--- config.mk ---
export PLATFORM = sky130hd
export DESIGN_NAME = windowed_auto_exposure_control_flat
export DESIGN_NICKNAME = d
export VERILOG_FILES = /design/src/design/waec_pkg.sv /design/src/design/waec_if.sv /design/src/design/windowed_auto_exposure_control.sv /design/src/design/waec_mul.sv /design/src/design/waec_div.sv /design/src/flat_wrapper.sv
export SDC_FILE = /design/constraint.sdc
export NUM_CORES = 2
export LEC_CHECK = 0
export BUFFER_PORTS_ARGS = -buffer_cell sky130_fd_sc_hd__buf_2
export CAP_MARGIN = 15
export CORE_MARGIN = 4
export CORE_UTILIZATION = 50
export DETAILED_ROUTE_END_ITERATION = 8
export PLACE_DENSITY = 0.78
export SKIP_CTS_REPAIR_TIMING = 1
export SLEW_MARGIN = 20
export SYNTH_ARGS = -nofsm -noshare
export SYNTH_HDL_FRONTEND = slang
export SYNTH_SLANG_ARGS = --single-unit
--- constraint.sdc ---
create_clock -name clk -period 11.35 [get_ports clk]
set_clock_uncertainty 0.2 [all_clocks]
set_input_delay 2.8375 -clock clk [delete_from_list [all_inputs] [get_ports clk]]
set_output_delay 2.8375 -clock clk [all_outputs]
set_load 0.05 [all_outputs]
--- src/design/waec_pkg.sv ---
// Shared types, widths and constants for the windowed auto-exposure controller.
package waec_pkg;

    // Field and datapath widths
    localparam int BRIGHT_W = 16;
    localparam int EXP_W    = 24;
    localparam int LIMIT_W  = 16;
    localparam int WIN_W    = 7;
    localparam int TGT_W    = 8;
    localparam int GAIN_W   = 9;
    localparam int TOTAL_W  = 32;
    localparam int MEAN_W   = 33;
    localparam int ADJ_W    = 42;

    // Serial arithmetic unit widths
    localparam int MUL_A_W  = 42;
    localparam int MUL_B_W  = 16;
    localparam int PROD_W   = MUL_A_W + MUL_B_W;
    localparam int DIV_N_W  = 58;
    localparam int DIV_D_W  = 16;

    // Configuration port
    localparam int APB_ADDR_W = 5;
    localparam int APB_DATA_W = 32;

    // Register reset values
    localparam logic [LIMIT_W-1:0] MIN_EXP_RST = 16'd50;
    localparam logic [LIMIT_W-1:0] MAX_EXP_RST = 16'd10000;
    localparam logic [WIN_W-1:0]   WIN_LEN_RST = 7'd10;
    localparam logic [TGT_W-1:0]   TARGET_RST  = 8'd128;
    localparam logic [GAIN_W-1:0]  GAIN_RST    = 9'd77;

    // Operating ranges of the target and the loop gain
    localparam logic [TGT_W-1:0]  TGT_LO  = 8'd1;
    localparam logic [TGT_W-1:0]  TGT_HI  = 8'd254;
    localparam logic [GAIN_W-1:0] GAIN_LO = 9'd3;
    localparam logic [GAIN_W-1:0] GAIN_HI = 9'd256;

    // Gain is Q1.8 and error spans 0 to 255, so the step is scaled by 256 * 255
    localparam logic [DIV_D_W-1:0] STEP_SCALE = 16'd65280;

    // Register map, one 32-bit word per register
    typedef enum logic [2:0] {
        REG_MIN_EXP = 3'd0,
        REG_MAX_EXP = 3'd1,
        REG_WIN_LEN = 3'd2,
        REG_TARGET  = 3'd3,
        REG_GAIN    = 3'd4
    } reg_idx_t;

endpackage

--- src/design/waec_if.sv ---
// Stream interfaces for the frame input and the exposure result channels.
interface waec_frame_if;
    logic                           valid;
    logic                           ready;
    logic [waec_pkg::BRIGHT_W-1:0]  frame_brightness;

    modport source (output valid, output frame_brightness, input ready);
    modport sink   (input valid, input frame_brightness, output ready);
endinterface

interface waec_result_if;
    logic                        valid;
    logic                        ready;
    logic [waec_pkg::EXP_W-1:0]  exposure;
    logic                        updated;

    modport source (output valid, output exposure, output updated, input ready);
    modport sink   (input valid, input exposure, input updated, output ready);
endinterface

--- src/design/windowed_auto_exposure_control.sv ---
// Windowed proportional auto-exposure controller with an APB register port.
//
//  Channel      Dir  Beat contents                       Handshake
//  frame_in     in   frame_brightness (8.8)              valid/ready
//  result_out   out  exposure (16.8), updated            valid/ready
//  APB          in   min/max exposure, window, target,   psel/penable, pready = 1
//                    gain
//
// A frame that does not close the window passes a 16-step multiplication, S_ACC, S_CHECK
// and S_DONE; one that closes the window adds, in sequence, a 58-step division, S_ERR,
// two 16-step multiplications, a second 58-step division and S_APPLY before S_DONE.
// One frame is in work at a time; the next is taken in the cycle after the result is loaded.
// Reset clears all control state and loads the register defaults.
// A result still waiting when the next one is ready holds the block until it is taken.
module windowed_auto_exposure_control #(
    parameter int MAX_WINDOW = 64
) (
    input  logic                             clk,
    input  logic                             rst_n,
    waec_frame_if.sink                       frame_in,
    waec_result_if.source                    result_out,
    input  logic                             psel,
    input  logic                             penable,
    input  logic                             pwrite,
    input  logic [waec_pkg::APB_ADDR_W-1:0]  paddr,
    input  logic [waec_pkg::APB_DATA_W-1:0]  pwdata,
    output logic [waec_pkg::APB_DATA_W-1:0]  prdata,
    output logic                             pready
);

    localparam int WIN_CAP_INT = (MAX_WINDOW < 127) ? MAX_WINDOW : 127;
    localparam logic [waec_pkg::WIN_W-1:0] WIN_CAP = waec_pkg::WIN_W'(WIN_CAP_INT);

    typedef enum logic [3:0] {
        S_IDLE,
        S_MUL_W,
        S_ACC,
        S_CHECK,
        S_DIV_M,
        S_ERR,
        S_MUL_G,
        S_MUL_R,
        S_DIV_A,
        S_APPLY,
        S_DONE
    } state_t;

    // Configuration registers
    logic [waec_pkg::LIMIT_W-1:0] min_exp_reg;
    logic [waec_pkg::LIMIT_W-1:0] max_exp_reg;
    logic [waec_pkg::WIN_W-1:0]   win_len_reg;
    logic [waec_pkg::TGT_W-1:0]   target_reg;
    logic [waec_pkg::GAIN_W-1:0]  gain_reg;

    // Control state and datapath registers
    state_t                        state_reg;
    logic                          started_reg;
    logic [waec_pkg::EXP_W-1:0]    level_reg;
    logic [waec_pkg::WIN_W-1:0]    held_reg;
    logic [waec_pkg::TOTAL_W-1:0]  total_reg;
    logic                          err_neg_reg;
    logic [waec_pkg::MEAN_W-1:0]   mag_reg;
    logic                          upd_reg;
    logic                          out_valid_reg;
    logic [waec_pkg::EXP_W-1:0]    out_exp_reg;
    logic                          out_upd_reg;

    // Derived operating values
    logic [waec_pkg::LIMIT_W-1:0]  lo;
    logic [waec_pkg::LIMIT_W-1:0]  hi;
    logic [waec_pkg::EXP_W-1:0]    lo_f;
    logic [waec_pkg::EXP_W-1:0]    hi_f;
    logic [waec_pkg::WIN_W-1:0]    nwin;
    logic [waec_pkg::TGT_W-1:0]    tgt;
    logic [waec_pkg::GAIN_W-1:0]   gain;
    logic [waec_pkg::LIMIT_W-1:0]  range;
    logic [waec_pkg::LIMIT_W:0]    lim_sum;
    logic [waec_pkg::WIN_W:0]      weight;
    logic [8:0]                    three_n_m1;
    logic [waec_pkg::DIV_D_W-1:0]  win_div;
    logic [waec_pkg::MEAN_W-1:0]   mean;
    logic [waec_pkg::MEAN_W-1:0]   tgt_f;
    logic [waec_pkg::ADJ_W-1:0]    adj;
    logic [waec_pkg::ADJ_W+1:0]    level_ext;
    logic [waec_pkg::ADJ_W+1:0]    adj_ext;
    logic [waec_pkg::ADJ_W+1:0]    moved;
    logic [waec_pkg::EXP_W-1:0]    moved_clamped;
    logic [waec_pkg::EXP_W-1:0]    level_clamped;
    logic                          in_beat;
    logic                          cfg_write;

    // Serial unit hookup
    logic                          mul_start;
    logic [waec_pkg::MUL_A_W-1:0]  mul_a;
    logic [waec_pkg::MUL_B_W-1:0]  mul_b;
    logic                          mul_done;
    logic [waec_pkg::PROD_W-1:0]   mul_prod;
    logic                          div_start;
    logic [waec_pkg::DIV_N_W-1:0]  div_num;
    logic [waec_pkg::DIV_D_W-1:0]  div_den;
    logic                          div_done;
    logic [waec_pkg::DIV_N_W-1:0]  div_quo;

    // Handshakes
    assign in_beat        = frame_in.valid && frame_in.ready;
    assign frame_in.ready = (state_reg == S_IDLE);
    assign cfg_write      = psel && penable && pwrite;
    assign pready         = 1'b1;

    // Register writes
    always_ff @(posedge clk or negedge rst_n)
    begin
        if (!rst_n)
        begin
            min_exp_reg <= waec_pkg::MIN_EXP_RST;
            max_exp_reg <= waec_pkg::MAX_EXP_RST;
            win_len_reg <= waec_pkg::WIN_LEN_RST;
            target_reg  <= waec_pkg::TARGET_RST;
            gain_reg    <= waec_pkg::GAIN_RST;
        end
        else if (cfg_write)
        begin
            unique case (paddr[4:2])
                waec_pkg::REG_MIN_EXP: min_exp_reg <= pwdata[waec_pkg::LIMIT_W-1:0];
                waec_pkg::REG_MAX_EXP: max_exp_reg <= pwdata[waec_pkg::LIMIT_W-1:0];
                waec_pkg::REG_WIN_LEN: win_len_reg <= pwdata[waec_pkg::WIN_W-1:0];
                waec_pkg::REG_TARGET:  target_reg  <= pwdata[waec_pkg::TGT_W-1:0];
                waec_pkg::REG_GAIN:    gain_reg    <= pwdata[waec_pkg::GAIN_W-1:0];
                default: ;
            endcase
        end
    end

    // Register reads
    always_comb
    begin
        unique case (paddr[4:2])
            waec_pkg::REG_MIN_EXP: prdata = waec_pkg::APB_DATA_W'(min_exp_reg);
            waec_pkg::REG_MAX_EXP: prdata = waec_pkg::APB_DATA_W'(max_exp_reg);
            waec_pkg::REG_WIN_LEN: prdata = waec_pkg::APB_DATA_W'(win_len_reg);
            waec_pkg::REG_TARGET:  prdata = waec_pkg::APB_DATA_W'(target_reg);
            waec_pkg::REG_GAIN:    prdata = waec_pkg::APB_DATA_W'(gain_reg);
            default:               prdata = '0;
        endcase
    end

    // Limits are exchanged when given in the wrong order
    assign lo      = (min_exp_reg > max_exp_reg) ? max_exp_reg : min_exp_reg;
    assign hi      = (min_exp_reg > max_exp_reg) ? min_exp_reg : max_exp_reg;
    assign lo_f    = {lo, 8'h00};
    assign hi_f    = {hi, 8'h00};
    assign range   = hi - lo;
    assign lim_sum = {1'b0, lo} + {1'b0, hi};

    // Window length, target and gain held to their working ranges
    assign nwin = (win_len_reg == '0)    ? waec_pkg::WIN_W'(1) :
                  (win_len_reg > WIN_CAP) ? WIN_CAP : win_len_reg;
    assign tgt  = (target_reg < waec_pkg::TGT_LO) ? waec_pkg::TGT_LO :
                  (target_reg > waec_pkg::TGT_HI) ? waec_pkg::TGT_HI : target_reg;
    assign gain = (gain_reg < waec_pkg::GAIN_LO) ? waec_pkg::GAIN_LO :
                  (gain_reg > waec_pkg::GAIN_HI) ? waec_pkg::GAIN_HI : gain_reg;

    // Sample weight and the window normalizer n * (3n - 1)
    assign weight     = {1'b0, nwin} + {1'b0, held_reg};
    assign three_n_m1 = {1'b0, held_reg, 1'b0} + {2'b00, held_reg} - 9'd1;
    assign win_div    = waec_pkg::DIV_D_W'(held_reg) * waec_pkg::DIV_D_W'(three_n_m1);

    // Error against the target in 8.8
    assign mean  = div_quo[waec_pkg::MEAN_W-1:0];
    assign tgt_f = waec_pkg::MEAN_W'({tgt, 8'h00});

    // Apply the signed step and clamp to the limits
    assign adj       = div_quo[waec_pkg::ADJ_W-1:0];
    assign level_ext = (waec_pkg::ADJ_W+2)'(level_reg);
    assign adj_ext   = {2'b00, adj};
    assign moved     = err_neg_reg ? (level_ext - adj_ext) : (level_ext + adj_ext);
    always_comb
    begin
        if ($signed(moved) < $signed((waec_pkg::ADJ_W+2)'(lo_f)))
        begin
            moved_clamped = lo_f;
        end
        else if ($signed(moved) > $signed((waec_pkg::ADJ_W+2)'(hi_f)))
        begin
            moved_clamped = hi_f;
        end
        else
        begin
            moved_clamped = moved[waec_pkg::EXP_W-1:0];
        end
    end

    // Reported exposure is always within the present limits
    assign level_clamped = (level_reg < lo_f) ? lo_f :
                           (level_reg > hi_f) ? hi_f : level_reg;

    // Operand selection for the shared serial units
    always_comb
    begin
        mul_start = 1'b0;
        mul_a     = waec_pkg::MUL_A_W'(mul_prod[waec_pkg::MUL_A_W-1:0]);
        mul_b     = range;
        div_start = 1'b0;
        div_num   = mul_prod;
        div_den   = waec_pkg::STEP_SCALE;
        unique case (state_reg)
            S_IDLE:
            begin
                mul_start = in_beat;
                mul_a     = waec_pkg::MUL_A_W'(frame_in.frame_brightness);
                mul_b     = waec_pkg::MUL_B_W'(weight);
            end
            S_CHECK:
            begin
                div_start = (held_reg >= nwin);
                div_num   = {{(waec_pkg::DIV_N_W-waec_pkg::TOTAL_W-1){1'b0}}, total_reg, 1'b0};
                div_den   = win_div;
            end
            S_ERR:
            begin
                mul_start = 1'b1;
                mul_a     = waec_pkg::MUL_A_W'(mag_reg);
                mul_b     = waec_pkg::MUL_B_W'(gain);
            end
            S_MUL_G:
            begin
                mul_start = mul_done;
            end
            S_MUL_R:
            begin
                div_start = mul_done;
            end
            default: ;
        endcase
    end

    // Frame sequencer with the result register
    always_ff @(posedge clk or negedge rst_n)
    begin
        if (!rst_n)
        begin
            state_reg     <= S_IDLE;
            started_reg   <= 1'b0;
            level_reg     <= '0;
            held_reg      <= '0;
            total_reg     <= '0;
            err_neg_reg   <= 1'b0;
            mag_reg       <= '0;
            upd_reg       <= 1'b0;
            out_valid_reg <= 1'b0;
            out_exp_reg   <= '0;
            out_upd_reg   <= 1'b0;
        end
        else
        begin
            // A taken beat empties the result register unless S_DONE refills it.
            if (out_valid_reg && result_out.ready && (state_reg != S_DONE))
            begin
                out_valid_reg <= 1'b0;
            end
            unique case (state_reg)
                S_IDLE:
                begin
                    if (in_beat)
                    begin
                        if (!started_reg)
                        begin
                            level_reg   <= {lim_sum, 7'b0};
                            started_reg <= 1'b1;
                        end
                        state_reg <= S_MUL_W;
                    end
                end
                S_MUL_W:
                begin
                    if (mul_done)
                    begin
                        state_reg <= S_ACC;
                    end
                end
                S_ACC:
                begin
                    total_reg <= total_reg + mul_prod[waec_pkg::TOTAL_W-1:0];
                    held_reg  <= held_reg + 1'b1;
                    state_reg <= S_CHECK;
                end
                S_CHECK:
                begin
                    if (held_reg >= nwin)
                    begin
                        held_reg  <= '0;
                        total_reg <= '0;
                        state_reg <= S_DIV_M;
                    end
                    else
                    begin
                        upd_reg   <= 1'b0;
                        state_reg <= S_DONE;
                    end
                end
                S_DIV_M:
                begin
                    if (div_done)
                    begin
                        err_neg_reg <= (mean > tgt_f);
                        mag_reg     <= (mean > tgt_f) ? (mean - tgt_f) : (tgt_f - mean);
                        state_reg   <= S_ERR;
                    end
                end
                S_ERR:
                begin
                    state_reg <= S_MUL_G;
                end
                S_MUL_G:
                begin
                    if (mul_done)
                    begin
                        state_reg <= S_MUL_R;
                    end
                end
                S_MUL_R:
                begin
                    if (mul_done)
                    begin
                        state_reg <= S_DIV_A;
                    end
                end
                S_DIV_A:
                begin
                    if (div_done)
                    begin
                        state_reg <= S_APPLY;
                    end
                end
                S_APPLY:
                begin
                    level_reg <= moved_clamped;
                    upd_reg   <= 1'b1;
                    state_reg <= S_DONE;
                end
                S_DONE:
                begin
                    if (!out_valid_reg || result_out.ready)
                    begin
                        out_valid_reg <= 1'b1;
                        out_exp_reg   <= level_clamped;
                        out_upd_reg   <= upd_reg;
                        state_reg     <= S_IDLE;
                    end
                end
                default:
                begin
                    state_reg <= S_IDLE;
                end
            endcase
        end
    end

    assign result_out.valid    = out_valid_reg;
    assign result_out.exposure = out_exp_reg;
    assign result_out.updated  = out_upd_reg;

    // Shared serial multiplier
    waec_mul u_mul (
        .clk     (clk),
        .rst_n   (rst_n),
        .start   (mul_start),
        .a       (mul_a),
        .b       (mul_b),
        .done    (mul_done),
        .product (mul_prod)
    );

    // Shared serial divider
    waec_div u_div (
        .clk      (clk),
        .rst_n    (rst_n),
        .start    (div_start),
        .dividend (div_num),
        .divisor  (div_den),
        .done     (div_done),
        .quotient (div_quo)
    );

endmodule

--- src/design/waec_mul.sv ---
// Shift-and-add multiplier that retires one multiplier bit per cycle.
module waec_mul (
    input  logic                          clk,
    input  logic                          rst_n,
    input  logic                          start,
    input  logic [waec_pkg::MUL_A_W-1:0]  a,
    input  logic [waec_pkg::MUL_B_W-1:0]  b,
    output logic                          done,
    output logic [waec_pkg::PROD_W-1:0]   product
);

    localparam int CNT_W = $clog2(waec_pkg::MUL_B_W);

    logic [waec_pkg::MUL_A_W-1:0] a_reg;
    logic [waec_pkg::PROD_W-1:0]  prod_reg;
    logic [CNT_W-1:0]             cnt_reg;
    logic                         busy_reg;
    logic                         done_reg;
    logic [waec_pkg::MUL_A_W:0]   upper_sum;

    // Add the multiplicand into the upper half when the low bit is set
    assign upper_sum = {1'b0, prod_reg[waec_pkg::PROD_W-1:waec_pkg::MUL_B_W]}
                     + (prod_reg[0] ? {1'b0, a_reg} : '0);

    // Control: count one step per multiplier bit
    always_ff @(posedge clk or negedge rst_n)
    begin
        if (!rst_n)
        begin
            busy_reg <= 1'b0;
            done_reg <= 1'b0;
            cnt_reg  <= '0;
        end
        else
        begin
            done_reg <= 1'b0;
            if (start)
            begin
                busy_reg <= 1'b1;
                cnt_reg  <= '0;
            end
            else if (busy_reg)
            begin
                cnt_reg <= cnt_reg + 1'b1;
                if (cnt_reg == CNT_W'(waec_pkg::MUL_B_W - 1))
                begin
                    busy_reg <= 1'b0;
                    done_reg <= 1'b1;
                end
            end
        end
    end

    // Datapath: the multiplier shifts out of the low end as the product grows
    always_ff @(posedge clk)
    begin
        if (start)
        begin
            a_reg    <= a;
            prod_reg <= {{waec_pkg::MUL_A_W{1'b0}}, b};
        end
        else if (busy_reg)
        begin
            prod_reg <= {upper_sum, prod_reg[waec_pkg::MUL_B_W-1:1]};
        end
    end

    assign done    = done_reg;
    assign product = prod_reg;

endmodule

--- src/design/waec_div.sv ---
// Restoring divider that produces one quotient bit per cycle.
module waec_div (
    input  logic                          clk,
    input  logic                          rst_n,
    input  logic                          start,
    input  logic [waec_pkg::DIV_N_W-1:0]  dividend,
    input  logic [waec_pkg::DIV_D_W-1:0]  divisor,
    output logic                          done,
    output logic [waec_pkg::DIV_N_W-1:0]  quotient
);

    localparam int CNT_W = $clog2(waec_pkg::DIV_N_W);

    logic [waec_pkg::DIV_D_W-1:0] dvs_reg;
    logic [waec_pkg::DIV_D_W-1:0] rem_reg;
    logic [waec_pkg::DIV_N_W-1:0] quo_reg;
    logic [CNT_W-1:0]             cnt_reg;
    logic                         busy_reg;
    logic                         done_reg;
    logic [waec_pkg::DIV_D_W:0]   trial;
    logic [waec_pkg::DIV_D_W:0]   diff;
    logic                         fits;

    // Bring down the next dividend bit and try the subtraction
    assign trial = {rem_reg, quo_reg[waec_pkg::DIV_N_W-1]};
    assign diff  = trial - {1'b0, dvs_reg};
    assign fits  = (trial >= {1'b0, dvs_reg});

    // Control: one step per dividend bit
    always_ff @(posedge clk or negedge rst_n)
    begin
        if (!rst_n)
        begin
            busy_reg <= 1'b0;
            done_reg <= 1'b0;
            cnt_reg  <= '0;
        end
        else
        begin
            done_reg <= 1'b0;
            if (start)
            begin
                busy_reg <= 1'b1;
                cnt_reg  <= '0;
            end
            else if (busy_reg)
            begin
                cnt_reg <= cnt_reg + 1'b1;
                if (cnt_reg == CNT_W'(waec_pkg::DIV_N_W - 1))
                begin
                    busy_reg <= 1'b0;
                    done_reg <= 1'b1;
                end
            end
        end
    end

    // Datapath: dividend bits leave the top while quotient bits enter the bottom
    always_ff @(posedge clk)
    begin
        if (start)
        begin
            dvs_reg <= divisor;
            rem_reg <= '0;
            quo_reg <= dividend;
        end
        else if (busy_reg)
        begin
            rem_reg <= fits ? diff[waec_pkg::DIV_D_W-1:0] : trial[waec_pkg::DIV_D_W-1:0];
            quo_reg <= {quo_reg[waec_pkg::DIV_N_W-2:0], fits};
        end
    end

    assign done     = done_reg;
    assign quotient = quo_reg;

endmodule

--- src/flat_wrapper.sv ---
// flat-port wrapper written by rule: the top's interface ports become plain ports
module windowed_auto_exposure_control_flat 
#(
    parameter int MAX_WINDOW = 64
)
  (clk, rst_n, psel, penable, pwrite, paddr, pwdata, prdata, pready, frame_in_valid, frame_in_frame_brightness, frame_in_ready, result_out_valid, result_out_exposure, result_out_updated, result_out_ready);
  waec_frame_if frame_in_i ();
  waec_result_if result_out_i ();
  input  logic clk;
  input  logic rst_n;
  input  logic psel;
  input  logic penable;
  input  logic pwrite;
  input  logic [waec_pkg::APB_ADDR_W-1:0] paddr;
  input  logic [waec_pkg::APB_DATA_W-1:0] pwdata;
  output logic [waec_pkg::APB_DATA_W-1:0] prdata;
  output logic pready;
  input wire logic [$bits(frame_in_i.valid)-1:0] frame_in_valid;
  input wire logic [$bits(frame_in_i.frame_brightness)-1:0] frame_in_frame_brightness;
  output wire logic [$bits(frame_in_i.ready)-1:0] frame_in_ready;
  output wire logic [$bits(result_out_i.valid)-1:0] result_out_valid;
  output wire logic [$bits(result_out_i.exposure)-1:0] result_out_exposure;
  output wire logic [$bits(result_out_i.updated)-1:0] result_out_updated;
  input wire logic [$bits(result_out_i.ready)-1:0] result_out_ready;
  assign frame_in_i.valid = frame_in_valid;
  assign frame_in_i.frame_brightness = frame_in_frame_brightness;
  assign frame_in_ready = frame_in_i.ready;
  assign result_out_valid = result_out_i.valid;
  assign result_out_exposure = result_out_i.exposure;
  assign result_out_updated = result_out_i.updated;
  assign result_out_i.ready = result_out_ready;
  windowed_auto_exposure_control #(.MAX_WINDOW(MAX_WINDOW)) u_core (.clk(clk), .rst_n(rst_n), .frame_in(frame_in_i), .result_out(result_out_i), .psel(psel), .penable(penable), .pwrite(pwrite), .paddr(paddr), .pwdata(pwdata), .prdata(prdata), .pready(pready));
endmodule
==> reports/results.ini <==
[hold_path]
hp-class = reg -> reg

[floorplanning]
initial_utilization_pct = 50.6
dieWidth_um = 261
pin_count = 120
die_area_sq_mm = 0.0682
core_sq_mm = 0.0633
fp.dieH_um = 261
rows = 92

[place]
place_area_sq_mm = 0.0330
port_buffers = 84
place.gp.congestion = 0.971
hpwl_mm = 66.5
pre_cts_slack_ns = 3.66

[cts]
cts_tree = yes
cts-root-buf = clkbuf_16
clk_latency_ns = 0.60
cts.sinks = 388
cts-htree-levels = 2
clk_path_buf_depth = 3
cts.reportedPaths.clkPinSlew_ns = 0.06
cts_made_buffers = 45

[synth]
netlist_instances = 3736
synth.avg_cell_area_sq_um = 8.58
synthArstFlopShare_pct = 51.3
syn_area_sq_mm = 0.0321
ys.flop_type = dfrtp_1
yosysWarnings = 0
synthDistinctLibCells = 107
synth-seq-area-share_pct = 31.5
synth_edf_count = 131
ys_ff_latch = 388

[timing]
setup_tns_ns = 0
fmax_mhz = 130
rsz0062_at_grt = false
max_slew.worst_pin.slew_ns = 1.14
maxSlewViolCount = 0
finalCriticalPeriod_ns = 7.71
hold_viol_final = 0
finalWorstSetupSlack_ns = 3.64
finalSetupViolations = 0
relSlewSlack_pct = 23.8
period_share_pct = 67.9

[layout]
areaGrowthSynthToFinish_pct = 7.47
final_common_cell = nand2_1
final_cell_area_sq_mm = 0.0345
multi_input_area_sq_mm = 0.0203
mostFrequentLayoutCells = nand2_1, ha_1, nor2_1
final_nets = 4136
final_core_util_pct = 54.4
n_fill_cell = 5702
final-seq-area_sq_mm = 0.0101
diodes = 0
drive_above_1_share_pct = 8.97

[setup_path]
cp.arrival_ns = 7.82
cp_top_family = adder cells
crit_type = reg -> reg
cp.required_ns = 11.46
cpMaxStageDelayCell = dfrtp_1
crit_buf_inv = 6
cp-start-kind = flop
cp_max_fo = 13
critPathMaxStageDelay_ns = 0.63
cpMostUsedCell = inv_1
crit_path_end_kind = flop

[route]
dr.first_iter.drc_count = 2639
vias = 27700
drc = 0
antenna_left = 0
wire_per_inst_um = 19.3
viasPerCell = 6.02
wl_mm = 89.0
first_pass_iters = 8

[grt]
grt_pass1_wl_mm = 140
grt_max_degree = 86
antenna_found_initial = 1
overflow = 0
grt_pass1_vias = 25700
grt_use_total_pct = 25.4

[run]
maxCapViolCount = 0

[outcome]
outcome = completed

## worst paths after layout
path / startpoint / end / slack (ns) / depth (start not counted)
hold / removal: u_core.u_div.rem_reg[15] / u_core.u_div.rem_reg[15] / 0.27 / 2
setup / recovery: u_core.held_reg[1] / u_core.u_div.dvs_reg[15] / 3.64 / 29
setup reg to reg: u_core.held_reg[1] / u_core.u_div.dvs_reg[15] / 3.64 / 29
hold reg to reg: u_core.u_div.rem_reg[15] / u_core.u_div.rem_reg[15] / 0.27 / 2
max in group asynchronous: rst_n / u_core.min_exp_reg[3] / 6.99 / 3
min in group asynchronous: rst_n / u_core.mag_reg[30] / 2.05 / 1
## layer usage
metal,global-route usage (%),vias up,routed length [um],share of wire (%)
met1,35.3,13200,38300,43
met4,10.1,0,3810,4.3
met3,4.55,196,7530,8.5
li1,-,13200,-,-
met2,39.5,1086,39400,44
met5,0,-,0,0
## metrics by stage
| stage | hold slack [ns] | cells |
|---|---|---|
| after floorplan | 0.239 | 3751 |
| after global placement | 0.255 | 4516 |
| after detailed placement | 0.261 | 4516 |
| after CTS | 0.273 | 4600 |
| after global routing | 0.288 | 4601 |
| final | 0.274 | 4601 |
## Yosys cell counts (all sizes together) (12+ instances only)
cell type	n	area, sq um
nand2	454	1700
ha	316	3950
nor2	308	1170
o21ai	295	1480
inv	236	886
a21oi	230	1170
dfrtp	184	4600
clkbuf	137	515
xnor2	134	1170
edfxtp	131	3930
and2	86	539
a21o	83	623
mux2i	82	825
mux2	68	769
nor3	61	320
buf	58	387
dfxtp	58	1160
a31oi	57	388
xor2	53	464
nand2b	49	307
nand3	46	230
nor2b	44	275
fa	42	841
o22ai	41	275
a22oi	40	300
nand4	39	244
o21a	34	255
o21bai	31	233
a22o	29	254
o31ai	26	205
or3	26	163
nor4	25	163
a211oi	15	118
and3	15	93.8
dfstp	15	394
a221oi	13	120
or2	13	81.3
o211ai	12	95.1
## layout make-up
type                    count  share of cell area (%)
repair buffers            115                    1.96
multi-input cells        2929                    58.9
flip-flops and latches    388                    29.3
inverters                 239                    2.61
clock buffers              57                    3.64
well taps                 846                    3.07
clock inverters            27                   0.548
## worst reg2reg max path: cells and delay by family, from the launching register on
kind,cells,cell delay (ns)
AND/OR/NAND/NOR,4,0.45
AO/OA/AOI/OAI,10,1.84
adder cells (fa/ha/maj),7,3.09
XOR/XNOR,2,0.54
buffers and inverters,6,0.67
flip-flops,1,0.63
## kinds of logic after synthesis
group	after synthesis	synth area share (%)
compound gates	1011	20.3
simple gates	1202	17.4
fa+ha+maj	362	15.1
flops	388	31.5
mux	150	4.97
buf+inv	434	5.61
xor+xnor	187	5.11
other cells	2	0.0234
Power is not shown: default switching activity piles up to over one toggle a cycle in this logic, so the estimate is an artifact.
